[config.mk]
export PLATFORM = sky130hd
export DESIGN_NAME = midi_track_event_parser_top
export DESIGN_NICKNAME = d
export VERILOG_FILES = /design/src/rtl/mtep_pkg.sv /design/src/rtl/mtep_in_stage.sv /design/src/rtl/mtep_step.sv /design/src/rtl/mtep_out_stage.sv /design/src/rtl/midi_track_event_parser_top.sv
export SDC_FILE = /design/constraint.sdc
export NUM_CORES = 1
export LEC_CHECK = 0
export ABC_CLOCK_PERIOD_IN_PS = 31300
export BUFFER_PORTS_ARGS = -buffer_cell sky130_fd_sc_hd__buf_2
export CORE_AREA = 2 2 260 262
export CTS_BUF_LIST = sky130_fd_sc_hd__clkbuf_8
export CTS_CLUSTER_SIZE = 40
export DETAILED_ROUTE_END_ITERATION = 8
export DIE_AREA = 0 0 262 264
export HOLD_SLACK_MARGIN = 0.05
export PLACE_DENSITY = 0.4
export REMOVE_ABC_BUFFERS = 1
export SLEW_MARGIN = 20
export SYNTH_ARGS = -nofsm -noshare
export SYNTH_HDL_FRONTEND = slang
export SYNTH_SLANG_ARGS = --single-unit
[constraint.sdc]
create_clock -name clk -period 31.3 [get_ports clk]
set_input_delay 4.695 -clock clk [delete_from_list [all_inputs] [get_ports clk]]
set_output_delay 4.695 -clock clk [all_outputs]
set_load 0.05 [all_outputs]
[src/rtl/mtep_pkg.sv]
// ----------------------------------------------------------------------------
// MIDI track event parser package
// Shared types and constants for the track event parser.
// ----------------------------------------------------------------------------
package mtep_pkg;

    // Parser phase, one-hot coded.
    typedef enum logic [7:0] {
        PH_DELTA    = 8'b0000_0001,
        PH_STATUS   = 8'b0000_0010,
        PH_DATA1    = 8'b0000_0100,
        PH_DATA2    = 8'b0000_1000,
        PH_SYSLEN   = 8'b0001_0000,
        PH_METATYPE = 8'b0010_0000,
        PH_METALEN  = 8'b0100_0000,
        PH_PAYLOAD  = 8'b1000_0000
    } mtep_phase_t;

    // Result kinds.
    localparam logic [3:0] KIND_NOTE_OFF      = 4'd0;
    localparam logic [3:0] KIND_NOTE_ON       = 4'd1;
    localparam logic [3:0] KIND_KEY_PRESSURE  = 4'd2;
    localparam logic [3:0] KIND_CONTROLLER    = 4'd3;
    localparam logic [3:0] KIND_PROGRAM       = 4'd4;
    localparam logic [3:0] KIND_CHAN_PRESSURE = 4'd5;
    localparam logic [3:0] KIND_BEND          = 4'd6;
    localparam logic [3:0] KIND_SYSEX         = 4'd7;
    localparam logic [3:0] KIND_META          = 4'd8;
    localparam logic [3:0] KIND_PAYLOAD       = 4'd9;

    // Status bytes and status high nibbles.
    localparam logic [7:0] STATUS_SYSEX      = 8'hF0;
    localparam logic [7:0] STATUS_SYSEX_CONT = 8'hF7;
    localparam logic [7:0] STATUS_META       = 8'hFF;
    localparam logic [7:0] META_END_OF_TRACK = 8'h2F;
    localparam logic [3:0] HI_NOTE_OFF       = 4'h8;
    localparam logic [3:0] HI_NOTE_ON        = 4'h9;
    localparam logic [3:0] HI_KEY_PRESSURE   = 4'hA;
    localparam logic [3:0] HI_PROGRAM        = 4'hC;
    localparam logic [3:0] HI_CHAN_PRESSURE  = 4'hD;
    localparam logic [3:0] HI_BEND           = 4'hE;
    localparam logic [3:0] HI_SYSTEM         = 4'hF;

    // Stream widths.
    localparam int IN_DATA_W  = 24;
    localparam int OUT_DATA_W = 144;
    localparam int OUT_USER_W = 5;

    // One input item as held in the input register.
    typedef struct packed {
        logic        valid;
        logic [7:0]  data_byte;
        logic        new_chunk;
        logic [15:0] track_index;
    } mtep_item_t;

    // One result item as produced by the parser step.
    typedef struct packed {
        logic        valid;
        logic [3:0]  kind;
        logic [3:0]  channel;
        logic [13:0] data1;
        logic [7:0]  data2;
        logic [31:0] delta;
        logic [31:0] tick;
        logic [31:0] length;
        logic [15:0] track;
        logic        end_of_track;
        logic        last_in_event;
    } mtep_result_t;

endpackage

[src/rtl/mtep_in_stage.sv]
// ----------------------------------------------------------------------------
// Input register
// Holds one accepted byte item and hands it to the parser when the result
// side has room.
// ----------------------------------------------------------------------------
module mtep_in_stage (
    input  logic                            clk,
    input  logic                            rst_n,
    input  logic                            s_tvalid,
    output logic                            s_tready,
    input  logic [mtep_pkg::IN_DATA_W-1:0]  s_tdata,   // data_byte[7:0], track_index[23:8]
    input  logic                            s_tuser,   // new_chunk
    input  logic                            out_free,
    output logic                            advance,
    output mtep_pkg::mtep_item_t            item
);

    logic        valid_reg;
    logic        valid_next;
    logic [7:0]  byte_reg;
    logic        chunk_reg;
    logic [15:0] track_reg;
    logic        take;

    // The held item moves on whenever the result register can take it.
    assign advance  = valid_reg && out_free;
    assign s_tready = !valid_reg || advance;
    assign take     = s_tvalid && s_tready;

    always_comb
    begin
        valid_next = valid_reg;
        if (take)
        begin
            valid_next = 1'b1;
        end
        else if (advance)
        begin
            valid_next = 1'b0;
        end
    end

    always_ff @(posedge clk or negedge rst_n)
    begin
        if (!rst_n)
        begin
            valid_reg <= 1'b0;
        end
        else
        begin
            valid_reg <= valid_next;
        end
    end

    // Payload needs no reset.
    always_ff @(posedge clk)
    begin
        if (take)
        begin
            byte_reg  <= s_tdata[7:0];
            track_reg <= s_tdata[23:8];
            chunk_reg <= s_tuser;
        end
    end

    assign item.valid       = valid_reg;
    assign item.data_byte   = byte_reg;
    assign item.new_chunk   = chunk_reg;
    assign item.track_index = track_reg;

endmodule

[src/rtl/mtep_step.sv]
// ----------------------------------------------------------------------------
// Parser step
// Holds the parser state and decodes one track byte per advance, giving at
// most one result item.
// ----------------------------------------------------------------------------
module mtep_step (
    input  logic                   clk,
    input  logic                   rst_n,
    input  logic                   advance,
    input  mtep_pkg::mtep_item_t   item,
    output mtep_pkg::mtep_result_t result
);

    mtep_pkg::mtep_phase_t phase_reg, phase_next;
    logic [31:0] vlq_reg, vlq_next;
    logic [31:0] tick_reg, tick_next;
    logic [31:0] delta_reg, delta_next;
    logic [7:0]  running_reg, running_next;
    logic [7:0]  status_reg, status_next;
    logic [7:0]  first_reg, first_next;
    logic [7:0]  meta_reg, meta_next;
    logic [31:0] payload_reg, payload_next;
    logic [15:0] track_reg, track_next;
    logic        ended_reg, ended_next;

    // State as seen after an optional chunk restart.
    mtep_pkg::mtep_phase_t ph;
    logic [31:0] b_vlq, b_tick, b_delta, b_payload;
    logic [7:0]  b_running, b_status, b_first, b_meta;
    logic [15:0] b_track;
    logic        b_ended;

    logic [7:0]  b;
    logic [7:0]  st;
    logic [31:0] acc;
    logic [31:0] acc_shift;
    logic [31:0] pay_dec;
    logic [3:0]  hi;
    logic        do_step;
    logic        reuse;
    logic [7:0]  s_eff;
    mtep_pkg::mtep_phase_t target;

    assign b = item.data_byte;

    always_comb
    begin
        // Chunk restart clears the parser before the byte is parsed.
        if (item.new_chunk)
        begin
            ph        = mtep_pkg::PH_DELTA;
            b_vlq     = '0;
            b_tick    = '0;
            b_delta   = '0;
            b_payload = '0;
            b_running = '0;
            b_status  = '0;
            b_first   = '0;
            b_meta    = '0;
            b_track   = item.track_index;
            b_ended   = 1'b0;
        end
        else
        begin
            ph        = phase_reg;
            b_vlq     = vlq_reg;
            b_tick    = tick_reg;
            b_delta   = delta_reg;
            b_payload = payload_reg;
            b_running = running_reg;
            b_status  = status_reg;
            b_first   = first_reg;
            b_meta    = meta_reg;
            b_track   = track_reg;
            b_ended   = ended_reg;
        end

        phase_next   = ph;
        vlq_next     = b_vlq;
        tick_next    = b_tick;
        delta_next   = b_delta;
        payload_next = b_payload;
        running_next = b_running;
        status_next  = b_status;
        first_next   = b_first;
        meta_next    = b_meta;
        track_next   = b_track;
        ended_next   = b_ended;

        st      = b_status;
        acc     = b_vlq;
        do_step = !b_ended;

        // Status position: a status byte is stored, a data byte reuses the
        // running status and is then parsed as the following byte.
        reuse = !b[7];
        s_eff = reuse ? b_running : b;
        if (s_eff[7] && (s_eff[7:4] != mtep_pkg::HI_SYSTEM))
        begin
            target = mtep_pkg::PH_DATA1;
        end
        else if ((s_eff == mtep_pkg::STATUS_SYSEX) || (s_eff == mtep_pkg::STATUS_SYSEX_CONT))
        begin
            target = mtep_pkg::PH_SYSLEN;
        end
        else if (s_eff == mtep_pkg::STATUS_META)
        begin
            target = mtep_pkg::PH_METATYPE;
        end
        else
        begin
            target = mtep_pkg::PH_DELTA;
        end

        if (do_step && (ph == mtep_pkg::PH_STATUS))
        begin
            running_next = s_eff;
            status_next  = s_eff;
            st           = s_eff;
            if ((target == mtep_pkg::PH_SYSLEN) || (target == mtep_pkg::PH_DELTA))
            begin
                acc = '0;
            end
            if (reuse)
            begin
                ph = target;
            end
            else
            begin
                phase_next = target;
                vlq_next   = acc;
                do_step    = 1'b0;
            end
        end

        hi        = st[7:4];
        acc_shift = {acc[24:0], b[6:0]};
        pay_dec   = b_payload - 32'd1;

        result               = '0;
        result.delta         = b_delta;
        result.tick          = b_tick;
        result.track         = b_track;
        result.last_in_event = 1'b1;

        if (do_step)
        begin
            phase_next  = ph;
            vlq_next    = acc;
            status_next = st;
            case (ph)
                mtep_pkg::PH_DELTA:
                begin
                    vlq_next = acc_shift;
                    if (!b[7])
                    begin
                        delta_next = acc_shift;
                        tick_next  = b_tick + acc_shift;
                        vlq_next   = '0;
                        phase_next = mtep_pkg::PH_STATUS;
                    end
                end
                mtep_pkg::PH_DATA1:
                begin
                    first_next = b;
                    if ((hi == mtep_pkg::HI_PROGRAM) || (hi == mtep_pkg::HI_CHAN_PRESSURE))
                    begin
                        phase_next     = mtep_pkg::PH_DELTA;
                        vlq_next       = '0;
                        result.valid   = 1'b1;
                        result.kind    = (hi == mtep_pkg::HI_PROGRAM) ?
                                         mtep_pkg::KIND_PROGRAM : mtep_pkg::KIND_CHAN_PRESSURE;
                        result.channel = st[3:0];
                        result.data1   = {6'd0, b};
                    end
                    else
                    begin
                        phase_next = mtep_pkg::PH_DATA2;
                    end
                end
                mtep_pkg::PH_DATA2:
                begin
                    phase_next     = mtep_pkg::PH_DELTA;
                    vlq_next       = '0;
                    result.valid   = 1'b1;
                    result.channel = st[3:0];
                    result.data1   = {6'd0, b_first};
                    result.data2   = b;
                    if (hi == mtep_pkg::HI_NOTE_ON)
                    begin
                        result.kind = (b != 8'd0) ? mtep_pkg::KIND_NOTE_ON
                                                  : mtep_pkg::KIND_NOTE_OFF;
                    end
                    else if (hi == mtep_pkg::HI_BEND)
                    begin
                        result.kind  = mtep_pkg::KIND_BEND;
                        result.data1 = {b[6:0], b_first[6:0]};
                        result.data2 = '0;
                    end
                    else if (hi == mtep_pkg::HI_NOTE_OFF)
                    begin
                        result.kind = mtep_pkg::KIND_NOTE_OFF;
                    end
                    else if (hi == mtep_pkg::HI_KEY_PRESSURE)
                    begin
                        result.kind = mtep_pkg::KIND_KEY_PRESSURE;
                    end
                    else
                    begin
                        result.kind = mtep_pkg::KIND_CONTROLLER;
                    end
                end
                mtep_pkg::PH_METATYPE:
                begin
                    meta_next  = b;
                    vlq_next   = '0;
                    phase_next = mtep_pkg::PH_METALEN;
                end
                mtep_pkg::PH_SYSLEN, mtep_pkg::PH_METALEN:
                begin
                    vlq_next = acc_shift;
                    if (!b[7])
                    begin
                        payload_next         = acc_shift;
                        result.valid         = 1'b1;
                        result.length        = acc_shift;
                        result.last_in_event = (acc_shift == 32'd0);
                        if (acc_shift != 32'd0)
                        begin
                            phase_next = mtep_pkg::PH_PAYLOAD;
                        end
                        else
                        begin
                            phase_next = mtep_pkg::PH_DELTA;
                            vlq_next   = '0;
                            if ((ph == mtep_pkg::PH_METALEN) &&
                                (b_meta == mtep_pkg::META_END_OF_TRACK))
                            begin
                                ended_next = 1'b1;
                            end
                        end
                        if (ph == mtep_pkg::PH_METALEN)
                        begin
                            result.kind         = mtep_pkg::KIND_META;
                            result.data1        = {6'd0, b_meta};
                            result.end_of_track = (b_meta == mtep_pkg::META_END_OF_TRACK);
                        end
                        else
                        begin
                            result.kind  = mtep_pkg::KIND_SYSEX;
                            result.data1 = {6'd0, st};
                        end
                    end
                end
                mtep_pkg::PH_PAYLOAD:
                begin
                    payload_next         = pay_dec;
                    result.valid         = 1'b1;
                    result.kind          = mtep_pkg::KIND_PAYLOAD;
                    result.data1         = {6'd0, b};
                    result.length        = acc;
                    result.last_in_event = (pay_dec == 32'd0);
                    if (pay_dec == 32'd0)
                    begin
                        phase_next = mtep_pkg::PH_DELTA;
                        vlq_next   = '0;
                        if ((st == mtep_pkg::STATUS_META) &&
                            (b_meta == mtep_pkg::META_END_OF_TRACK))
                        begin
                            ended_next = 1'b1;
                        end
                    end
                end
                default:
                begin
                    phase_next = mtep_pkg::PH_DELTA;
                    vlq_next   = '0;
                end
            endcase
        end

        result.valid = result.valid && item.valid;
    end

    // Parser state moves only when an item is handed over.
    always_ff @(posedge clk or negedge rst_n)
    begin
        if (!rst_n)
        begin
            phase_reg   <= mtep_pkg::PH_DELTA;
            vlq_reg     <= '0;
            tick_reg    <= '0;
            delta_reg   <= '0;
            running_reg <= '0;
            status_reg  <= '0;
            first_reg   <= '0;
            meta_reg    <= '0;
            payload_reg <= '0;
            track_reg   <= '0;
            ended_reg   <= 1'b0;
        end
        else if (advance)
        begin
            phase_reg   <= phase_next;
            vlq_reg     <= vlq_next;
            tick_reg    <= tick_next;
            delta_reg   <= delta_next;
            running_reg <= running_next;
            status_reg  <= status_next;
            first_reg   <= first_next;
            meta_reg    <= meta_next;
            payload_reg <= payload_next;
            track_reg   <= track_next;
            ended_reg   <= ended_next;
        end
    end

endmodule

[src/rtl/mtep_out_stage.sv]
// ----------------------------------------------------------------------------
// Result register
// Holds one result item on the output stream until it is taken.
// ----------------------------------------------------------------------------
module mtep_out_stage (
    input  logic                             clk,
    input  logic                             rst_n,
    input  logic                             advance,
    input  mtep_pkg::mtep_result_t           result,
    output logic                             out_free,
    output logic                             m_tvalid,
    input  logic                             m_tready,
    // channel[3:0], data1[17:4], data2[25:18], delta[57:26], tick[89:58],
    // length[121:90], track[137:122], zero fill[143:138]
    output logic [mtep_pkg::OUT_DATA_W-1:0]  m_tdata,
    output logic [mtep_pkg::OUT_USER_W-1:0]  m_tuser,  // kind[3:0], end_of_track[4]
    output logic                             m_tlast   // last_in_event
);

    logic                   valid_reg;
    logic                   valid_next;
    mtep_pkg::mtep_result_t res_reg;

    assign out_free = !valid_reg || m_tready;

    always_comb
    begin
        valid_next = valid_reg;
        if (advance)
        begin
            valid_next = result.valid;
        end
        else if (m_tready)
        begin
            valid_next = 1'b0;
        end
    end

    always_ff @(posedge clk or negedge rst_n)
    begin
        if (!rst_n)
        begin
            valid_reg <= 1'b0;
        end
        else
        begin
            valid_reg <= valid_next;
        end
    end

    always_ff @(posedge clk)
    begin
        if (advance && result.valid)
        begin
            res_reg <= result;
        end
    end

    // Pack the result fields, lowest field first.
    assign m_tvalid = valid_reg;
    assign m_tdata  = {6'd0, res_reg.track, res_reg.length, res_reg.tick, res_reg.delta,
                       res_reg.data2, res_reg.data1, res_reg.channel};
    assign m_tuser  = {res_reg.end_of_track, res_reg.kind};
    assign m_tlast  = res_reg.last_in_event;

endmodule

[src/rtl/midi_track_event_parser_top.sv]
// ----------------------------------------------------------------------------
// MIDI track event parser, top level
// Decodes the body bytes of a standard MIDI file track chunk into event items.
// ----------------------------------------------------------------------------
// Feed the track chunk body one byte per item, with tuser (new_chunk) high on
// the first byte of each track. Each byte is held in an input register,
// decoded by the parser step in a single pass and, when it completes an
// event or carries a sysex or meta payload byte, lands in the result
// register. A new byte is taken every cycle as long as the result register
// is empty or is being read, so throughput is one byte per cycle. Channel
// messages give one item; sysex and meta give a header item and then one
// item per payload byte, with tlast on the final item of each event. After
// an end-of-track meta event all bytes are dropped until the next new_chunk.
module midi_track_event_parser_top (
    input  logic                             clk,
    input  logic                             rst_n,
    input  logic                             s_tvalid,
    output logic                             s_tready,
    input  logic [mtep_pkg::IN_DATA_W-1:0]   s_tdata,   // data_byte[7:0], track_index[23:8]
    input  logic                             s_tuser,   // new_chunk
    output logic                             m_tvalid,
    input  logic                             m_tready,
    // channel[3:0], data1[17:4], data2[25:18], delta[57:26], tick[89:58],
    // length[121:90], track[137:122], zero fill[143:138]
    output logic [mtep_pkg::OUT_DATA_W-1:0]  m_tdata,
    output logic [mtep_pkg::OUT_USER_W-1:0]  m_tuser,   // kind[3:0], end_of_track[4]
    output logic                             m_tlast    // last_in_event
);

    mtep_pkg::mtep_item_t   item;
    mtep_pkg::mtep_result_t result;
    logic                   advance;
    logic                   out_free;

    // Input register.
    mtep_in_stage u_in (
        .clk      (clk),
        .rst_n    (rst_n),
        .s_tvalid (s_tvalid),
        .s_tready (s_tready),
        .s_tdata  (s_tdata),
        .s_tuser  (s_tuser),
        .out_free (out_free),
        .advance  (advance),
        .item     (item)
    );

    // Parser state and single-pass decode.
    mtep_step u_step (
        .clk     (clk),
        .rst_n   (rst_n),
        .advance (advance),
        .item    (item),
        .result  (result)
    );

    // Result register.
    mtep_out_stage u_out (
        .clk      (clk),
        .rst_n    (rst_n),
        .advance  (advance),
        .result   (result),
        .out_free (out_free),
        .m_tvalid (m_tvalid),
        .m_tready (m_tready),
        .m_tdata  (m_tdata),
        .m_tuser  (m_tuser),
        .m_tlast  (m_tlast)
    );

    // An empty input register always takes a byte.
    a_ready_when_empty: assert property (@(posedge clk) disable iff (!rst_n)
        !item.valid |-> s_tready)
        else $error("input side stalled with an empty input register");

    // End of track is flagged only on meta headers.
    a_eot_meta_only: assert property (@(posedge clk) disable iff (!rst_n)
        (m_tvalid && m_tuser[4]) |-> (m_tuser[3:0] == mtep_pkg::KIND_META))
        else $error("end_of_track on a non-meta item");

    // A zero-length sysex or meta header closes its event.
    a_empty_header_last: assert property (@(posedge clk) disable iff (!rst_n)
        (m_tvalid && ((m_tuser[3:0] == mtep_pkg::KIND_SYSEX) ||
                      (m_tuser[3:0] == mtep_pkg::KIND_META)) &&
         (m_tdata[121:90] == 32'd0)) |-> m_tlast)
        else $error("zero-length header without last_in_event");

    // A handed-over item with a result fills the result register.
    a_result_loaded: assert property (@(posedge clk) disable iff (!rst_n)
        (advance && result.valid) |=> m_tvalid)
        else $error("result lost between parser and result register");

endmodule
After elaboration in Yosys (flattened, before gate mapping)
Cells that the tools add are included.

Flip-flop bits (word level): 356. Input bits: 29. Output and inout bits: 152.

$add $sub $neg: 2. Equal/unequal tests: 22. Multiplexer cells: 87. Bitwise gates (word level): 3. Reductions and logical operators: 25.

Operators with widths (count): $mux W32 (23); $mux W8 (25); $pmux W32 S2 (2); $pmux W32 S4 (1); $logic_not A32 Y1 (2); $pmux W14 S4 (1); $mux W22 (2); $eq A8 B8 Y1 const B (5); $pmux W8 S5 (1); $add A32 B32 Y32 (1); $reduce_bool A32 Y1 (1); $sub A32 B1 Y32 const B (1); $mux W31 (1); $eq A4 B4 Y1 const B (6); $mux W23 (1); $pmux W5 S4 (1); $mux W1 (17); $eq A8 B1 Y1 const B (2); $eq A8 B5 Y1 const B (2); $eq A8 B6 Y1 const B (2); $mux W16 (1); $mux W4 (4); $mux W14 (1); $eq A8 B2 Y1 const B (1); other kinds (18) (35).

Logic depth before layout (Yosys ltp)
Gate-level depths: netlist (run 1).

Depth in word-level cells: 15. Mapped depth: 19. Gate-level depth less buffers: 15.

Hierarchy
Synthesis (run 1) repeated with hierarchy kept, for this count alone.

Cells, all modules: 1797. Area total of the unflattened synthesis: 18649.1 µm².

By module, submodules not included: mtep_step (times used 1, cells each 1610, area an instance 13395.3 µm², sequential area each 4630.7 µm²); mtep_out_stage (times used 1, cells each 155, area an instance 4428.0 µm², sequential area each 4349.2 µm²); mtep_in_stage (times used 1, cells each 32, area an instance 825.8 µm², sequential area each 775.7 µm²).

Worst setup path before layout (run 1)
No wires, ideal clock.

Path type: input-to-reg. From: input port m_tready. To: register u_out.res_reg (netlist bit u_out.m_tdata[0]), enable pin. Arrival: 14.908 ns. Path slack: 15.567 ns. Stages: 4. Path buffers: 1. Cell sequence: nand2b_1 nand2_1 clkbuf_1 nor3_1.

Longest elaborated chain between the ends: 3.

Ends and longest elaborated chain: start, declared (RTL line midi_track_event_parser_top.sv:22) `input logic m_tready,`; $logic_or A1 B1 Y1 (RTL line mtep_out_stage.sv:24) `assign out_free = !valid_reg || m_tready;`; $logic_and A1 B1 Y1 (RTL line mtep_in_stage.sv:26) `assign advance = valid_reg && out_free;`; $logic_and A1 B1 Y1 (RTL line mtep_out_stage.sv:53) `if (advance && result.valid)`; end signal, assigned (RTL line mtep_out_stage.sv:55) `res_reg <= result;`; end, declared (RTL line mtep_out_stage.sv:22) `mtep_pkg::mtep_result_t res_reg;`.

No other way between the ends. A chain may end at the register's enable or synchronous reset.

Worst setup path in the final report (run 1)
From: input port m_tready. To: output port s_tready.

Longest elaborated chain between the ends: 3.

Ends and longest elaborated chain: $logic_or A1 B1 Y1 (RTL line mtep_out_stage.sv:24); $logic_and A1 B1 Y1 (RTL line mtep_in_stage.sv:26); $logic_or A1 B1 Y1 (RTL line mtep_in_stage.sv:27) `assign s_tready = !valid_reg || advance;`; end, declared (RTL line midi_track_event_parser_top.sv:18) `output logic s_tready,`.

No other way between the ends.

==> results.sh, run 1 <==
export IMPL_fp_dieArea_mm2=0.0692
export IMPL_grt_pass1_wl_um=88200
export IMPL_nets=1827
export IMPL_areaGrowthSynthToFinish_pct=16.9
export IMPL_rsz0062_at_grt="false"
export IMPL_grt_total_usage_pct=16.8
export IMPL_fp_coreArea_mm2=0.0666
export IMPL_start_util_pct=26.7
export IMPL_wirelength_um=58100
export IMPL_maxCapViolations=0
export IMPL_min_period_ps=10180
export IMPL_post_cts_buffers=0
export IMPL_cts_root_buf="clkbuf_8"
export IMPL_hold_violations=0
export IMPL_cp_common_cell="buf_2"
export IMPL_start_kind="input port"
export IMPL_fp_row_count=95
export IMPL_grt_pass1_vias=13800
export IMPL_drt_first_pass_iters=4
export IMPL_path_clk_slew_ps=60
export IMPL_cp_end_kind="output port"
export IMPL_finalMaxSlewViolations=0
export IMPL_timing_slew_headroom_pct=24.4
export IMPL_htreeDepth=3
export IMPL_finalSetupViolCount=0
export IMPL_synth_cells=1618
export IMPL_synthFlopType="dfrtp_1"
export IMPL_p_leak_nw=8.94
export IMPL_critical_path_class="in2out"
export IMPL_holdWs_ps=468
export IMPL_port_buffers=174
export IMPL_crit_arrival_ps=5490
export IMPL_ys_warnings_count=0
export IMPL_wire_per_inst_um=21.6
export IMPL_fin_util_pct=31.2
export IMPL_layout_setup_ws_ps=21120
export IMPL_viasPerCell=5.03
export IMPL_fmax_mhz=98.2
export IMPL_layout_worst_path_cycle_share_pct=32.5
export IMPL_ant_nets=0
export IMPL_boundaryPins=181
export IMPL_grt_max_degree=124
export IMPL_fin_setup_tns_ps=0
export IMPL_cts_resized=0
export IMPL_status="finished, final reports clean"
export IMPL_cp_num_buf_inv=2
export IMPL_async_flop_share_pct=52.5
export IMPL_fin_total_pwr_mw=1.06
export IMPL_synth_distinct_cells=85
export IMPL_vias=13500
export IMPL_cp_top_family="simple AND/OR/NAND/NOR gates"
export IMPL_numCtsBuffers=68
export IMPL_peakVddDrop_mv=0.0294
export IMPL_finClkSkew_ps=32.6
export IMPL_cp_cell_sequence="buf_2, nand2b_1, or2_2, buf_2"
export IMPL_finalInstanceArea_mm2=0.0208
export IMPL_required_ps=26610
export IMPL_worstPathMaxFanout=4
export IMPL_hpwl_um=37100
export IMPL_final_cells=2694
export IMPL_min_path_type="reg2reg"
export IMPL_yosysSeqAreaShare_pct=54.9
export IMPL_drc=0
export IMPL_die_w_um=262
export IMPL_slowest_delay_ps=310
export IMPL_syn_avg_cell_area_um2=11.0
export IMPL_powerDensity_mw_per_mm2=51.0
export IMPL_clk_latency_ps=670
export IMPL_largest_register_ff_count=138
export IMPL_syn_area_mm2=0.0178
export IMPL_cts_tree="yes"
export IMPL_tightest_slew_ps=1130
export IMPL_drive_gt1_share_pct=20.4
export IMPL_gp_congestion=0.828
export IMPL_clock_sinks=356
export IMPL_clock_path_buffers=3
export IMPL_cts_hold_fix_buffers=0
export IMPL_dp_cells=2567
export IMPL_die_h_um=264
export IMPL_grt_ovfl_total=0
export IMPL_placed_area_mm2=0.0194
export IMPL_slowest_stage="or2_2"
export IMPL_drt_iter0_drc=869
export IMPL_antenna_found_initial=2
export IMPL_place_ws_ps=21120
export IMPL_synth_edff_count=169
export IMPL_ys_ff_latch=356
-- layout by cell type, fill, tap and decap left out, drive strengths merged, types with 53 or more instances in the layout --
cell type,Yosys,routed
a22o,119,119
nor2,94,94
a21oi,76,76
edfxtp,169,169
clkbuf,99,81
nand2,138,138
buf,34,203
o21ai,107,107
nor2b,79,79
dfrtp,186,186
inv,22,53
-- cell families (layout without fill, tap and decap cells) --
kind of cell	after synthesis	in the layout	share of synthesized area, %
AOI/OAI and AO/OA	481	481	19.1
xor gates and xnor gates	40	40	1.97
adders and majority gates	34	34	2.44
buffers and inverters	156	352	3.84
DFF	356	356	54.9
muxes	41	41	2.56
other	1	8	0.0211
and+or+nand+nor	509	509	15.2
-- worst register-to-register path: cells and delay by family (launching register included) --
family	cells	cell delay, ps
and+or+nand+nor	5	2030
DFF	1	320
AOI/OAI and AO/OA	8	2700
adders and majority gates	1	370
buffers and inverters	1	480
xor gates and xnor gates	1	180
-- where the power goes --
part / leakage [nW] / switching, mW / total [mW] / internal (mW)
sequential: 4.31 / 0.00912 / 0.515 / 0.506
combinational: 3.84 / 0.0625 / 0.0952 / 0.0326
clock: 0.781 / 0.214 / 0.449 / 0.235
-- layer usage --
layer | vias up | part of all wire [%] | global-route usage, %
li1 | 6330 | - | -
met1 | 6713 | 47 | 23.5
met2 | 402 | 45 | 25.8
met3 | 92 | 5.6 | 3.95
met4 | 2 | 2.0 | 4.37
met5 | - | 0.022 | 0
-- Yosys cell counts, types with 9 or more instances --
cell type / number / area [um^2]
a22oi_1: 51 / 383
dfrtp_1: 186 / 4650
inv_1: 21 / 78.8
a31oi_1: 14 / 87.6
nand3_1: 17 / 85.1
mux2_2: 35 / 394
ha_1: 33 / 413
and2_1: 40 / 250
edfxtp_1: 169 / 5070
nor4_1: 25 / 156
nand4_1: 14 / 87.6
or4_1: 9 / 67.6
nand2_1: 137 / 514
o22ai_1: 14 / 87.6
clkbuf_1: 99 / 372
xor2_1: 21 / 184
or3_1: 12 / 75.1
a21o_1: 21 / 158
buf_2: 11 / 55.1
nor3_1: 21 / 105
a22o_1: 119 / 1040
nor2_1: 91 / 342
a21oi_1: 68 / 340
and3_1: 12 / 75.1
xnor2_1: 19 / 166
nand2b_1: 14 / 87.6
nor2b_1: 79 / 494
o21ai_0: 101 / 505
-- worst paths after layout --
| kind | startpoint | end | slack, ps | cells after the start |
|---|---|---|---|---|
| worst max register to register | u_in.byte_reg[7]$_DFFE_PP_ | u_step.tick_reg[31]$_DFFE_PN0P_ | 25100 | 16 |
| worst max-delay path | m_tready | s_tready | 21120 | 4 |
| worst min-delay path | u_step.tick_reg[23]$_DFFE_PN0P_ | u_step.tick_reg[23]$_DFFE_PN0P_ | 470 | 2 |
| worst min register to register | u_step.tick_reg[23]$_DFFE_PN0P_ | u_step.tick_reg[23]$_DFFE_PN0P_ | 470 | 2 |
| min in group asynchronous | rst_n | u_step.first_reg[7]$_DFFE_PN0P_ | 4050 | 1 |
| max in group asynchronous | rst_n | u_step.delta_reg[20]$_DFFE_PN0P_ | 25960 | 2 |
-- area by class of cell --
cell class / instances / area (um^2)
fillers: 6929 / 45800
flip-flops and latches: 356 / 9760
multi-input cells: 1111 / 7380
repair buffers: 204 / 1130
clock buffers: 80 / 1100
well taps: 873 / 1090
clock inverters: 45 / 216
inverters: 23 / 86.3
diodes: 2 / 5.00
(Power assumes the default switching activity.)
==> run 2: changes to the inputs <==
- ABC_CLOCK_PERIOD_IN_PS: 31300 -> 9900
- clock period: 31.3 -> 9.9 ns (I/O delays scaled with it)
==> run 2 against run 1 <==
  * Non-clock buffer count rose by 1
  * Register-to-register slack got worse by 21000 ps
  * Via count rose by 1.1%
  * Highest routed layer is now met4
  * Clock power rose to 3.1 times the previous value
  * Critical path depth rose by 12
  * Sequential cell count did not move
  * Final area fell by 0.38%
  * Setup slack got worse by 17000 ps
  * Wire length rose by 1.6%
  * Combinational power rose to 3.2 times the previous value
  * Clock skew fell by 0.74 ps
  * Hold slack improved by 0.74 ps
==> results.sh, run 2 (synthesized netlist as in run 1, its figures left out) <==
export IMPL_status="finished, final reports clean"
export IMPL_p_leak_nw=8.91
export IMPL_gp_congestion=0.867
export IMPL_drc=0
export IMPL_wirelength_um=59000
export IMPL_boundaryPins=181
export IMPL_layout_setup_ws_ps=4290
export IMPL_layout_commonest_cell="dfrtp_1"
export IMPL_min_path_type="reg2reg"
export IMPL_die_h_um=264
export IMPL_drive_gt1_share_pct=19.9
export IMPL_min_period_ps=5610
export IMPL_layout_common_cells="dfrtp_1 (186), buf_2 (173), edfxtp_1 (169)"
export IMPL_grt_max_degree=141
export IMPL_fp_coreArea_mm2=0.0666
export IMPL_critical_path_class="reg2reg"
export IMPL_fmax_mhz=178
export IMPL_grt_pass1_vias=13800
export IMPL_rrSetupSlack_ps=4290
export IMPL_start_kind="flip-flop"
export IMPL_peakVddDrop_mv=0.0760
export IMPL_switchingPower_uw=912
export IMPL_maxCapViolations=0
export IMPL_timing_slew_headroom_pct=27.0
export IMPL_clock_path_buffers=3
export IMPL_finalSetupViolCount=0
export IMPL_hpwl_um=37800
export IMPL_vias=13700
export IMPL_fp_row_count=95
export IMPL_finClkSkew_ps=31.9
export IMPL_antenna_found_initial=0
export IMPL_largest_register_ff_count=138
export IMPL_cts_resized=0
export IMPL_cts_tree="yes"
export IMPL_layout_worst_path_cycle_share_pct=56.7
export IMPL_wire_per_inst_um=21.9
export IMPL_port_buffers=174
export IMPL_clkPwrFrac_pct=41.8
export IMPL_die_w_um=262
export IMPL_finalMaxSlewViolations=0
export IMPL_fin_util_pct=31.1
export IMPL_required_ps=10440
export IMPL_seqPwrFrac_pct=49.1
export IMPL_path_clk_slew_ps=60
export IMPL_place_ws_ps=4370
export IMPL_drt_iter0_drc=1152
export IMPL_post_cts_buffers=0
export IMPL_cts_hold_fix_buffers=0
export IMPL_viasPerCell=5.09
export IMPL_drt_first_pass_iters=5
export IMPL_cts_root_buf="clkbuf_8"
export IMPL_fin_setup_tns_ps=0
export IMPL_clock_sinks=356
export IMPL_clk_latency_ps=670
export IMPL_worstPathMaxFanout=140
export IMPL_tightest_slew_ps=1090
export IMPL_hold_violations=0
export IMPL_nFillCells=6913
export IMPL_nets=1827
export IMPL_htreeDepth=3
export IMPL_power_frac_comb_pct=9.0
export IMPL_areaGrowthSynthToFinish_pct=16.5
export IMPL_crit_arrival_ps=6160
export IMPL_numCtsBuffers=67
export IMPL_fp_dieArea_mm2=0.0692
export IMPL_rsz0062_at_grt="false"
export IMPL_cp_end_kind="flip-flop"
export IMPL_grt_total_usage_pct=17.0
export IMPL_grt_pass1_wl_um=89600
export IMPL_switching_share_pct=27.5
export IMPL_start_util_pct=26.7
export IMPL_powerDensity_mw_per_mm2=160
export IMPL_holdWs_ps=469
export IMPL_p_int_mw=2.41
export IMPL_ant_nets=0
export IMPL_grt_ovfl_total=0
export IMPL_fin_total_pwr_mw=3.32
run 2: through the flow:
stage                     cells  cell area [um^2]
after floorplan            1490             17200
after global placement     2568             19400
after detailed placement   2568             19400
after CTS                  2689             20700
after global routing       2689             20700
final                      2690             20700
run 2: cell type report:
| type | count | area [um^2] | area share, % |
|---|---|---|---|
| flip-flops and latches | 356 | 9760 | 47.2 |
| multi-input cells | 1111 | 7380 | 35.7 |
| repair buffers | 205 | 1120 | 5.44 |
| well taps | 873 | 1090 | 5.28 |
| clock buffers | 72 | 991 | 4.79 |
| clock inverters | 49 | 256 | 1.24 |
| inverters | 23 | 86.3 | 0.417 |
| diodes | 1 | 2.50 | 0.0121 |
run 2: power by group through the flow:
| stage | registers (mW) | clock network, mW | logic (mW) |
|---|---|---|---|
| 2_1_floorplan | 1.66 | 0 | 0.180 |
| 3_3_place_gp | 1.66 | 0 | 0.303 |
| 3_5_place_dp | 1.66 | 0 | 0.303 |
| 4_1_cts | 1.63 | 1.45 | 0.305 |
| 5_1_grt | 1.64 | 1.50 | 0.332 |
| 6_report | 1.63 | 1.39 | 0.300 |
run 2: final timing paths:
kind / from / to / depth (start not counted)
worst min-delay path: u_step.tick_reg[13]$_DFFE_PN0P_ / u_step.tick_reg[13]$_DFFE_PN0P_ / 2
min in group asynchronous: rst_n / u_step.first_reg[5]$_DFFE_PN0P_ / 1
worst min register to register: u_step.tick_reg[13]$_DFFE_PN0P_ / u_step.tick_reg[13]$_DFFE_PN0P_ / 2
max in group asynchronous: rst_n / u_step.tick_reg[14]$_DFFE_PN0P_ / 2
worst max register to register: u_in.chunk_reg$_DFFE_PP_ / u_step.tick_reg[31]$_DFFE_PN0P_ / 16
worst max-delay path: u_in.chunk_reg$_DFFE_PP_ / u_step.tick_reg[31]$_DFFE_PN0P_ / 16
run 2: worst max-delay path: stages, from the launching register on:
cell and delay [ps]:
edfxtp_1 430, buf_12 310, nand2b_1 280, o31a_1 320, nor3_1 350, o21a_1 730, and2_1 410, ha_1 330
a211oi_1 280, nor2_1 120, a21oi_1 200, a211oi_1 150, o21ai_0 510, a211oi_1 190, o31a_1 310, or3_1 370
xor2_1 150
run 2: routing by layer:
layer  global-route usage (%)  part of all wire [%]  up-vias
li1                         -                     -     6333
met1                     23.6                    46     6772
met2                     26.0                    45      486
met3                     3.97                   6.2      101
met4                     5.21                   2.7        0
met5                        0                     0        -
